--- src/design/assert_macros.svh ---
// ----------------------------------------------------------------------------
// assert_macros.svh
// Shared assertion macros for the radix literal parser.
// ----------------------------------------------------------------------------
`ifndef ASSERT_MACROS_SVH
`define ASSERT_MACROS_SVH

// Condition that must hold at every clock edge out of reset.
`define ASSERT_ALWAYS(name, clk, rstn, expr) \
    name: assert property (@(posedge clk) disable iff (!rstn) (expr)) \
        else $error("assertion failed");

// Consequence that must hold in the same cycle as its antecedent.
`define ASSERT_IMPLIES(name, clk, rstn, ante, cons) \
    name: assert property (@(posedge clk) disable iff (!rstn) (ante) |-> (cons)) \
        else $error("assertion failed");

`endif

--- src/design/rlpc_pkg.sv ---
// ----------------------------------------------------------------------------
// rlpc_pkg
// Types, codes and helpers for the radix literal parser and combiner.
// ----------------------------------------------------------------------------
package rlpc_pkg;

    localparam int VALUE_WIDTH = 32;
    localparam int ACC_EXT_W   = VALUE_WIDTH + 5;
    localparam int QUEUE_DEPTH = 2;
    localparam int QPTR_W      = (QUEUE_DEPTH > 1) ? $clog2(QUEUE_DEPTH) : 1;
    localparam int QCNT_W      = $clog2(QUEUE_DEPTH + 1);

    localparam logic [VALUE_WIDTH-1:0] OPND_LIMIT =
        VALUE_WIDTH'({(VALUE_WIDTH-1){1'b1}});

    // Character codes
    localparam logic [7:0] CH_ZERO  = 8'h30;
    localparam logic [7:0] CH_ONE   = 8'h31;
    localparam logic [7:0] CH_SEVEN = 8'h37;
    localparam logic [7:0] CH_NINE  = 8'h39;
    localparam logic [7:0] CH_UA    = 8'h41;
    localparam logic [7:0] CH_UF    = 8'h46;
    localparam logic [7:0] CH_LB    = 8'h62;
    localparam logic [7:0] CH_LC    = 8'h63;
    localparam logic [7:0] CH_LX    = 8'h78;

    localparam logic [4:0] BASE_BIN = 5'd2;
    localparam logic [4:0] BASE_DEC = 5'd10;
    localparam logic [4:0] BASE_HEX = 5'd16;
    localparam logic [4:0] BASE_OCT = 5'd8;

    localparam logic [1:0] POS_MAX = 2'd3;

    // Register word index on the configuration port
    localparam logic REG_LEFT_VALUE = 1'b0;

    typedef logic [VALUE_WIDTH-1:0] rlpc_acc_t;

    typedef enum logic [1:0] {
        CMD_ADD = 2'd0,
        CMD_SUB = 2'd1,
        CMD_MUL = 2'd2
    } rlpc_cmd_t;

    typedef enum logic [1:0] {
        FMT_BIN = 2'd0,
        FMT_DEC = 2'd1,
        FMT_HEX = 2'd2,
        FMT_OCT = 2'd3
    } rlpc_fmt_t;

    typedef enum logic [1:0] {
        ST_OK        = 2'd0,
        ST_NO_MATCH  = 2'd1,
        ST_NO_DIGITS = 2'd2,
        ST_OVERFLOW  = 2'd3
    } rlpc_status_t;

    typedef enum logic [1:0] {
        PFX_NONE = 2'd0,
        PFX_HEX  = 2'd1,
        PFX_OCT  = 2'd2
    } rlpc_pfx_t;

    typedef struct packed {
        logic [7:0] char_code;
        logic       last;
        logic [1:0] cmd;
    } rlpc_in_t;

    typedef struct packed {
        logic signed [31:0] result;
        logic [1:0]         format;
        logic [1:0]         status;
    } rlpc_out_t;

    // Classified literal handed from the front to the back
    typedef struct packed {
        rlpc_acc_t    operand;
        rlpc_fmt_t    fmt;
        rlpc_status_t status;
        logic [1:0]   cmd;
    } rlpc_op_t;

    typedef struct packed {
        rlpc_acc_t acc;
        logic      ovf;
    } rlpc_acc_res_t;

    // One digit into an accumulator; freeze on overflow past the operand limit
    function automatic rlpc_acc_res_t acc_step(input rlpc_acc_t acc, input logic ovf,
                                               input logic [4:0] base,
                                               input logic [3:0] d);
        logic [ACC_EXT_W-1:0] prod;
        rlpc_acc_res_t        r;
        prod  = ACC_EXT_W'(acc) * ACC_EXT_W'(base) + ACC_EXT_W'(d);
        r.acc = acc;
        r.ovf = ovf;
        if (!ovf)
        begin
            if (prod > ACC_EXT_W'(OPND_LIMIT))
                r.ovf = 1'b1;
            else
                r.acc = prod[VALUE_WIDTH-1:0];
        end
        return r;
    endfunction

endpackage

--- src/design/rlpc_front.sv ---
// ----------------------------------------------------------------------------
// rlpc_front
// Accepts characters, runs the per-format accumulators and classifies the
// literal on its last character.
// ----------------------------------------------------------------------------
module rlpc_front (
    input  logic               clk,
    input  logic               rst_n,
    input  logic               char_valid,
    input  rlpc_pkg::rlpc_in_t char_data,
    output logic               char_stall,
    input  logic               q_full,
    output logic               q_push,
    output rlpc_pkg::rlpc_op_t q_op
);

    logic [1:0]          pos_reg, pos_next;
    logic                first_zero_reg, first_zero_next;
    rlpc_pkg::rlpc_pfx_t prefix_reg, prefix_next;
    logic                bin_ok_reg, bin_ok_next;
    logic                dec_ok_reg, dec_ok_next;
    logic                hex_ok_reg, hex_ok_next;
    logic                oct_ok_reg, oct_ok_next;
    rlpc_pkg::rlpc_acc_t acc_reg [4];
    rlpc_pkg::rlpc_acc_t acc_next [4];
    logic [3:0]          ovf_reg, ovf_next;

    logic                fire;
    logic [7:0]          c;
    logic                is_dec, is_bin, is_oct, is_uhex;
    logic [3:0]          digit;
    rlpc_pkg::rlpc_acc_res_t st_bin, st_dec, st_hex, st_oct;

    assign char_stall = q_full;
    assign fire       = char_valid && !char_stall;
    assign c          = char_data.char_code;

    assign is_dec  = (c >= rlpc_pkg::CH_ZERO) && (c <= rlpc_pkg::CH_NINE);
    assign is_bin  = (c == rlpc_pkg::CH_ZERO) || (c == rlpc_pkg::CH_ONE);
    assign is_oct  = (c >= rlpc_pkg::CH_ZERO) && (c <= rlpc_pkg::CH_SEVEN);
    assign is_uhex = (c >= rlpc_pkg::CH_UA) && (c <= rlpc_pkg::CH_UF);

    always_comb
    begin
        if (is_dec)
            digit = 4'(c - rlpc_pkg::CH_ZERO);
        else if (is_uhex)
            digit = 4'(c - rlpc_pkg::CH_UA + 8'd10);
        else
            digit = 4'd0;
    end

    assign st_bin = rlpc_pkg::acc_step(acc_reg[0], ovf_reg[0], rlpc_pkg::BASE_BIN, digit);
    assign st_dec = rlpc_pkg::acc_step(acc_reg[1], ovf_reg[1], rlpc_pkg::BASE_DEC, digit);
    assign st_hex = rlpc_pkg::acc_step(acc_reg[2], ovf_reg[2], rlpc_pkg::BASE_HEX, digit);
    assign st_oct = rlpc_pkg::acc_step(acc_reg[3], ovf_reg[3], rlpc_pkg::BASE_OCT, digit);

    // Parse state after this character
    always_comb
    begin
        pos_next        = (pos_reg == rlpc_pkg::POS_MAX) ? pos_reg : pos_reg + 2'd1;
        first_zero_next = first_zero_reg;
        prefix_next     = prefix_reg;
        bin_ok_next     = bin_ok_reg;
        dec_ok_next     = dec_ok_reg;
        hex_ok_next     = hex_ok_reg;
        oct_ok_next     = oct_ok_reg;
        for (int i = 0; i < 4; i++)
            acc_next[i] = acc_reg[i];
        ovf_next = ovf_reg;

        if (is_bin)
        begin
            acc_next[0] = st_bin.acc;
            ovf_next[0] = st_bin.ovf;
        end
        else
            bin_ok_next = 1'b0;

        if (is_dec)
        begin
            acc_next[1] = st_dec.acc;
            ovf_next[1] = st_dec.ovf;
        end
        else
            dec_ok_next = 1'b0;

        if (pos_reg == 2'd0)
            first_zero_next = (c == rlpc_pkg::CH_ZERO);

        if (pos_reg == 2'd1)
        begin
            if (!first_zero_reg)
                prefix_next = rlpc_pkg::PFX_NONE;
            else if (c == rlpc_pkg::CH_LX)
                prefix_next = rlpc_pkg::PFX_HEX;
            else if (c == rlpc_pkg::CH_LC)
                prefix_next = rlpc_pkg::PFX_OCT;
            else
                prefix_next = rlpc_pkg::PFX_NONE;
        end

        // Tail digits follow the two-character prefix
        if (pos_reg[1])
        begin
            if (is_dec || is_uhex)
            begin
                acc_next[2] = st_hex.acc;
                ovf_next[2] = st_hex.ovf;
            end
            else
                hex_ok_next = 1'b0;

            if (is_oct)
            begin
                acc_next[3] = st_oct.acc;
                ovf_next[3] = st_oct.ovf;
            end
            else
                oct_ok_next = 1'b0;
        end
    end

    // Classify on the last character, first matching format wins
    always_comb
    begin
        q_op.cmd    = char_data.cmd;
        q_op.fmt    = rlpc_pkg::FMT_BIN;
        q_op.status = rlpc_pkg::ST_OK;

        if (bin_ok_reg && (c == rlpc_pkg::CH_LB))
        begin
            q_op.fmt = rlpc_pkg::FMT_BIN;
            if (pos_reg == 2'd0)
                q_op.status = rlpc_pkg::ST_NO_DIGITS;
        end
        else if (dec_ok_next)
            q_op.fmt = rlpc_pkg::FMT_DEC;
        else if (first_zero_next && (prefix_next == rlpc_pkg::PFX_HEX) && hex_ok_next)
        begin
            q_op.fmt = rlpc_pkg::FMT_HEX;
            if (!pos_reg[1])
                q_op.status = rlpc_pkg::ST_NO_DIGITS;
        end
        else if (first_zero_next && (prefix_next == rlpc_pkg::PFX_OCT) && oct_ok_next)
        begin
            q_op.fmt = rlpc_pkg::FMT_OCT;
            if (!pos_reg[1])
                q_op.status = rlpc_pkg::ST_NO_DIGITS;
        end
        else
            q_op.status = rlpc_pkg::ST_NO_MATCH;

        if ((q_op.status == rlpc_pkg::ST_OK) && ovf_next[q_op.fmt])
            q_op.status = rlpc_pkg::ST_OVERFLOW;

        q_op.operand = acc_next[q_op.fmt];
    end

    assign q_push = fire && char_data.last;

    always_ff @(posedge clk or negedge rst_n)
    begin
        if (!rst_n)
        begin
            pos_reg        <= 2'd0;
            first_zero_reg <= 1'b0;
            prefix_reg     <= rlpc_pkg::PFX_NONE;
            bin_ok_reg     <= 1'b1;
            dec_ok_reg     <= 1'b1;
            hex_ok_reg     <= 1'b1;
            oct_ok_reg     <= 1'b1;
            ovf_reg        <= 4'd0;
            for (int i = 0; i < 4; i++)
                acc_reg[i] <= '0;
        end
        else if (fire)
        begin
            if (char_data.last)
            begin
                // Drop the literal's state, ready for the next one
                pos_reg        <= 2'd0;
                first_zero_reg <= 1'b0;
                prefix_reg     <= rlpc_pkg::PFX_NONE;
                bin_ok_reg     <= 1'b1;
                dec_ok_reg     <= 1'b1;
                hex_ok_reg     <= 1'b1;
                oct_ok_reg     <= 1'b1;
                ovf_reg        <= 4'd0;
                for (int i = 0; i < 4; i++)
                    acc_reg[i] <= '0;
            end
            else
            begin
                pos_reg        <= pos_next;
                first_zero_reg <= first_zero_next;
                prefix_reg     <= prefix_next;
                bin_ok_reg     <= bin_ok_next;
                dec_ok_reg     <= dec_ok_next;
                hex_ok_reg     <= hex_ok_next;
                oct_ok_reg     <= oct_ok_next;
                ovf_reg        <= ovf_next;
                for (int i = 0; i < 4; i++)
                    acc_reg[i] <= acc_next[i];
            end
        end
    end

endmodule

--- src/design/rlpc_queue.sv ---
// ----------------------------------------------------------------------------
// rlpc_queue
// Short queue of classified literals between the front and the back.
// ----------------------------------------------------------------------------
`include "assert_macros.svh"

module rlpc_queue (
    input  logic               clk,
    input  logic               rst_n,
    input  logic               push,
    input  rlpc_pkg::rlpc_op_t push_op,
    output logic               full,
    input  logic               pop,
    output logic               head_valid,
    output rlpc_pkg::rlpc_op_t head_op
);

    rlpc_pkg::rlpc_op_t              mem_reg [rlpc_pkg::QUEUE_DEPTH];
    logic [rlpc_pkg::QPTR_W-1:0]     wr_ptr_reg, wr_ptr_next;
    logic [rlpc_pkg::QPTR_W-1:0]     rd_ptr_reg, rd_ptr_next;
    logic [rlpc_pkg::QCNT_W-1:0]     count_reg, count_next;

    localparam logic [rlpc_pkg::QPTR_W-1:0] PTR_LAST = rlpc_pkg::QPTR_W'(rlpc_pkg::QUEUE_DEPTH - 1);
    localparam logic [rlpc_pkg::QCNT_W-1:0] CNT_FULL = rlpc_pkg::QCNT_W'(rlpc_pkg::QUEUE_DEPTH);

    assign full       = (count_reg == CNT_FULL);
    assign head_valid = (count_reg != '0);
    assign head_op    = mem_reg[rd_ptr_reg];

    always_comb
    begin
        wr_ptr_next = wr_ptr_reg;
        rd_ptr_next = rd_ptr_reg;
        count_next  = count_reg;
        if (push)
            wr_ptr_next = (wr_ptr_reg == PTR_LAST) ? '0 : wr_ptr_reg + 1'b1;
        if (pop)
            rd_ptr_next = (rd_ptr_reg == PTR_LAST) ? '0 : rd_ptr_reg + 1'b1;
        if (push && !pop)
            count_next = count_reg + 1'b1;
        else if (pop && !push)
            count_next = count_reg - 1'b1;
    end

    always_ff @(posedge clk or negedge rst_n)
    begin
        if (!rst_n)
        begin
            wr_ptr_reg <= '0;
            rd_ptr_reg <= '0;
            count_reg  <= '0;
        end
        else
        begin
            wr_ptr_reg <= wr_ptr_next;
            rd_ptr_reg <= rd_ptr_next;
            count_reg  <= count_next;
        end
    end

    always_ff @(posedge clk)
    begin
        if (push)
            mem_reg[wr_ptr_reg] <= push_op;
    end

    `ASSERT_ALWAYS(a_count_bound, clk, rst_n, count_reg <= CNT_FULL)
    `ASSERT_IMPLIES(a_no_push_full, clk, rst_n, push, !full)
    `ASSERT_IMPLIES(a_no_pop_empty, clk, rst_n, pop, head_valid)

endmodule

--- src/design/rlpc_back.sv ---
// ----------------------------------------------------------------------------
// rlpc_back
// Combines the left value with the parsed operand and holds the result beat.
// ----------------------------------------------------------------------------
module rlpc_back (
    input  logic                           clk,
    input  logic                           rst_n,
    input  logic [30:0]                    left_value,
    input  logic                           head_valid,
    input  rlpc_pkg::rlpc_op_t             head_op,
    output logic                           pop,
    output logic                           res_valid,
    output rlpc_pkg::rlpc_out_t            res_data,
    input  logic                           res_stall
);

    logic                            valid_reg, valid_next;
    rlpc_pkg::rlpc_out_t             data_reg;
    rlpc_pkg::rlpc_out_t             data_next;
    logic [rlpc_pkg::VALUE_WIDTH-1:0] lv;
    logic [rlpc_pkg::VALUE_WIDTH-1:0] comb_val;

    assign lv  = rlpc_pkg::VALUE_WIDTH'(left_value);
    // Take a new beat when the output register is empty or being drained
    assign pop = head_valid && (!valid_reg || !res_stall);

    always_comb
    begin
        case (head_op.cmd)
            rlpc_pkg::CMD_SUB: comb_val = lv - head_op.operand;
            rlpc_pkg::CMD_MUL: comb_val = lv * head_op.operand;
            default:           comb_val = lv + head_op.operand;
        endcase
    end

    always_comb
    begin
        data_next.format = head_op.fmt;
        data_next.status = head_op.status;
        if (head_op.status == rlpc_pkg::ST_OK)
            data_next.result = 32'(comb_val);
        else
            data_next.result = '0;
    end

    always_comb
    begin
        if (pop)
            valid_next = 1'b1;
        else if (!res_stall)
            valid_next = 1'b0;
        else
            valid_next = valid_reg;
    end

    always_ff @(posedge clk or negedge rst_n)
    begin
        if (!rst_n)
            valid_reg <= 1'b0;
        else
            valid_reg <= valid_next;
    end

    always_ff @(posedge clk)
    begin
        if (pop)
            data_reg <= data_next;
    end

    assign res_valid = valid_reg;
    assign res_data  = data_reg;

endmodule

--- src/design/radix_literal_parse_and_combine.sv ---
// After its last character is accepted, a literal is written into the queue and
// then into the output register, which drives res_valid.
// Throughput: one character per cycle while the queue is not full; the two-entry literal queue absorbs output stalls.
// Each character updates constant-base multiply-add accumulators; the literal is classified on its last character.
// The combine stage has one multiplier, registered at the output.
// Reset clears the parse state, empties the queue, drops the output beat and sets left_value to zero.
// ----------------------------------------------------------------------------
// radix_literal_parse_and_combine
// Parses a binary, decimal, hex or octal literal and combines it with left_value.
// ----------------------------------------------------------------------------
module radix_literal_parse_and_combine (
    input  logic                clk,
    input  logic                rst_n,
    input  logic                char_valid,
    input  rlpc_pkg::rlpc_in_t  char_data,
    output logic                char_stall,
    output logic                res_valid,
    output rlpc_pkg::rlpc_out_t res_data,
    input  logic                res_stall,
    input  logic                psel,
    input  logic                penable,
    input  logic                pwrite,
    input  logic [2:0]          paddr,
    input  logic [31:0]         pwdata,
    output logic [31:0]         prdata,
    output logic                pready
);

    logic [30:0]        left_reg;
    logic               cfg_wr;
    logic               q_push, q_full, q_pop, q_head_valid;
    rlpc_pkg::rlpc_op_t q_push_op, q_head_op;

    assign pready = 1'b1;
    assign cfg_wr = psel && penable && pwrite && pready
                    && (paddr[2] == rlpc_pkg::REG_LEFT_VALUE);

    always_ff @(posedge clk or negedge rst_n)
    begin
        if (!rst_n)
            left_reg <= '0;
        else if (cfg_wr)
            left_reg <= pwdata[30:0];
    end

    assign prdata = (paddr[2] == rlpc_pkg::REG_LEFT_VALUE) ? {1'b0, left_reg} : 32'd0;

    rlpc_front u_front (
        .clk        (clk),
        .rst_n      (rst_n),
        .char_valid (char_valid),
        .char_data  (char_data),
        .char_stall (char_stall),
        .q_full     (q_full),
        .q_push     (q_push),
        .q_op       (q_push_op)
    );

    rlpc_queue u_queue (
        .clk        (clk),
        .rst_n      (rst_n),
        .push       (q_push),
        .push_op    (q_push_op),
        .full       (q_full),
        .pop        (q_pop),
        .head_valid (q_head_valid),
        .head_op    (q_head_op)
    );

    rlpc_back u_back (
        .clk        (clk),
        .rst_n      (rst_n),
        .left_value (left_reg),
        .head_valid (q_head_valid),
        .head_op    (q_head_op),
        .pop        (q_pop),
        .res_valid  (res_valid),
        .res_data   (res_data),
        .res_stall  (res_stall)
    );

endmodule
--- config.mk ---
export PLATFORM = sky130hd
export DESIGN_NAME = radix_literal_parse_and_combine
export DESIGN_NICKNAME = d
export VERILOG_FILES = /design/src/design/rlpc_pkg.sv /design/src/design/rlpc_front.sv /design/src/design/rlpc_queue.sv /design/src/design/rlpc_back.sv /design/src/design/radix_literal_parse_and_combine.sv
export VERILOG_INCLUDE_DIRS = /design/src /design/src/design
export SDC_FILE = /design/constraint.sdc
export NUM_CORES = 2
export LEC_CHECK = 0
export BUFFER_PORTS_ARGS = -buffer_cell sky130_fd_sc_hd__clkbuf_2
export CAP_MARGIN = 10
export CORE_ASPECT_RATIO = 1.25
export CORE_MARGIN = 5
export CORE_UTILIZATION = 60
export CTS_CLUSTER_SIZE = 25
export DETAILED_ROUTE_END_ITERATION = 6
export GPL_TIMING_DRIVEN = 0
export HOLD_SLACK_MARGIN = 0.15
export PLACE_DENSITY = 0.75
export RECOVER_POWER = 50
export SYNTH_ARGS = -nofsm -noshare
export SYNTH_HDL_FRONTEND = slang
export SYNTH_SLANG_ARGS = --single-unit
--- constraint.sdc ---
create_clock -name clk -period 12.2 [get_ports clk]
set_input_delay 0 -clock clk [delete_from_list [all_inputs] [get_ports clk]]
set_output_delay 0 -clock clk [all_outputs]
set_load 0.1 [all_outputs]
==> summary.md <==
| Metric | Value |
|---|---|
| Hold Path Origin | `pwdata[16]` |
| R2R cell count | `30` |
| R2r endpoint | `u_back.res_data[35]` |
| CTS buffer count | `34` |
| RSZ-0062 raised after global routing | `false` |
| Yosys cell types | `89` |
| Wire per inst | `24.4 µm` |
| Failing checks | `capacitance limit, slew limit` |
| Clk_lat worst skew | `0.59 ns` |
| GRT Overall Usage | `0.369` |
| Die width | `228 µm` |
| Setup violators final | `0` |
| Worst Hold Path EP | `left_reg[16]` |
| Reg2reg start | `u_queue.rd_ptr_reg` |
| Vias in the first global route | `30,600` |
| Synth async-reset ratio | `0.612` |
| Setup Buffers After CTS | `0` |
| Rows | `100` |
| FF+latch count, synth | `289` |
| CP max-delay cell | `clkbuf_1` |
| First-pass GRT wire length | `181 mm` |
| Fmax | `0.0924 GHz` |
| Vias/cell | `6.07` |
| Top cells by area, synth | `fa_1, dfrtp_1, edfxtp_1, ha_1, inv_1` |
| Drt total wl | `120 mm` |
| Initial Utilization | `0.602` |
| R2R Setup Slk | `1.38 ns` |
| Vias | `29,800` |
| Synth Net Count | `4,611` |
| Routed Antenna Nets | `0` |
| Yosys top cell area share | `0.232` |
| Fin. Hold Viols | `0` |
| Max reg flops | `128` |
| Critical path class | `flip-flop to flip-flop` |
| Bufs on Longest Clock Path | `3` |
| Worst setup SP type | `flip-flop` |
| Most frequent CP cell | `fa_1` |
| Die H | `283 µm` |
| WHS Path Cells | `3` |
| Initial DRT Pass Iterations | `6` |
| Post-Place Cell Area | `37,300 µm²` |
| Synth area leader | `fa_1` |
| Synth Warn # | `0` |
| CP max FO | `10` |
| Final Max Tran Viols | `207` |
| Post-Syn Instances | `3,916` |
| Final instance area | `38,900 µm²` |
| Fillers | `5,063` |
| Max-slew headroom | `-2.80` |
| Post-synth EDFFs | `112` |
| Clk sinks | `289` |
| Layout Utilization | `0.655` |
| Share of cells above drive strength 1 | `0.0492` |
| Min Clock Period, post-route | `10.82 ns` |
| Tightest Hold Check Type | `primary input to flip-flop` |
| CTS tree | `yes` |
| I/O Pins | `124` |
| CP Capture Type | `flip-flop` |
| Initial antenna violation count | `3` |
| Slew @ Worst Pin | `5.70 ns` |
| Register area share after synthesis | `0.218` |
| Synth cell count leaders | `inv_1, nand2_1, fa_1` |
| Max_cap viols | `3` |
| Synth Cell Area | `35,700 µm²` |
| CP startpoint | `u_queue.rd_ptr_reg` |
| Core Area | `59,300 µm²` |
| Mapped Avg Cell Area | `9.12 µm²` |
| Clock root buffer | `clkbuf_16` |
| DRC | `0` |
| Primary FF master, synth | `dfrtp_1` |
| Status | `finished, violations left` |
| CTS resizes | `0` |
| CP arrival | `11.11 ns` |
| Die footprint | `64,500 µm²` |
| Most common cell in the netlist | `inv_1` |
| Setup Skew | `0.0336 ns` |
| Initial DRC Count | `2,430` |
| Gpl congestion | `1.03` |
| Setup tns final | `0 ns` |
| # nets final | `4,819` |
| Hold_buf cts | `52` |
| Clock transition at path regs | `0.06 ns` |
| H-tree levels | `2` |
| Worst Path Required | `12.49 ns` |
| Crit path largest cell delay | `0.84 ns` |
| HPWL after DPL | `93.8 mm` |
| Total congestion overflow | `0` |
| Port-buffer cells | `116` |
| Post-route clock period utilization | `0.887` |
| Largest net degree at the start of global routing | `104` |
| Area growth from synthesis to layout | `8.84%` |
per-stage QoR:
step	setup WS (ns)	instances	hold slack [ns]
3_3_place_gp	1.65	4797	0.226
5_1_grt	0.952	4915	0.190
2_1_floorplan	4.01	3916	-0.296
3_5_place_dp	1.61	4801	0.0936
6_report	1.38	4916	0.186
4_1_cts	1.55	4915	0.177
worst max-delay path: cells and delay by family (launching register included):
family	cells	cell delay [ns]
compound gates	6	1.91
flops	1	0.32
fa+ha+maj	9	4.28
xor+xnor	1	0.20
mux	1	0.58
simple gates	4	0.65
buf+inv	9	2.57
cell type report:
cell class | count | area, µm² | share of cell area
Clock buffer | 43 | 895 | 0.0230
Clock inverter | 19 | 253 | 0.00651
Inverter | 521 | 1960 | 0.0503
Sequential cell | 289 | 7800 | 0.201
Antenna cell | 1 | 2.50 | 0.0000644
Buffer | 201 | 803 | 0.0207
Tap cell | 765 | 957 | 0.0246
Timing Repair Buffer | 172 | 1040 | 0.0268
Multi-Input combinational cell | 2905 | 25100 | 0.647
cell families after synthesis:
family                   Yosys count  share of synthesized area
buffers and inverters            722                     0.0773
other                              2                   0.000210
multiplexers                     171                     0.0505
XOR/XNOR                         237                     0.0582
AND/OR/NAND/NOR                 1241                      0.170
adder cells (fa/ha/maj)          642                      0.312
AO/OA/AOI/OAI                    612                      0.114
flip-flops                       289                      0.218
placed cells by master (no fill, tap or decap), types with 12 or more instances in the layout:
cell and count:
a211oi_1 31, a21o_1 39, a21oi_1 158, a221oi_1 13, a22o_1 70, a31oi_1 19
and2_1 269, and3_1 24, clkbuf_1 262, clkbuf_16 34, clkbuf_2 45, dfrtp_1 173
dlygate4sd3_1 51, edfxtp_1 112, fa_1 413, ha_1 229, inv_1 520, mux2_2 71
mux2i_1 99, nand2_1 490, nand2b_1 25, nand3_1 54, nand4_1 18, nor2_1 191
nor2b_1 48, nor3_1 41, nor4_1 18, o21a_1 16, o21ai_0 139, o21bai_1 12
o31ai_1 13, o32ai_1 13, or3_1 13, xnor2_1 159, xor2_1 78
worst max path at each step:
stage | slack [ns] | cells past startpoint | end
after CTS | 1.55 | 30 | u_back.res_data[35]
final | 1.38 | 30 | u_back.res_data[35]
after detailed placement | 1.61 | 30 | u_back.res_data[35]
after global routing | 0.95 | 30 | u_back.res_data[35]
after floorplan | 4.01 | 30 | u_back.res_data[34]
after global placement | 1.65 | 30 | u_back.res_data[35]
metal layers:
metal  up-vias  wire length [µm]  share of wire  track usage
li1      13300                 -              -            -
met1     14600             41200           0.34        0.414
met2      1505             57100           0.48        0.627
met3       490              9290          0.078       0.0650
met4         2             12100           0.10        0.294
met5         -                11       0.000092            0
Power is left out: the tool's default activity adds up to more than one toggle a clock period on the data nets, which glitch-free logic cannot reach.
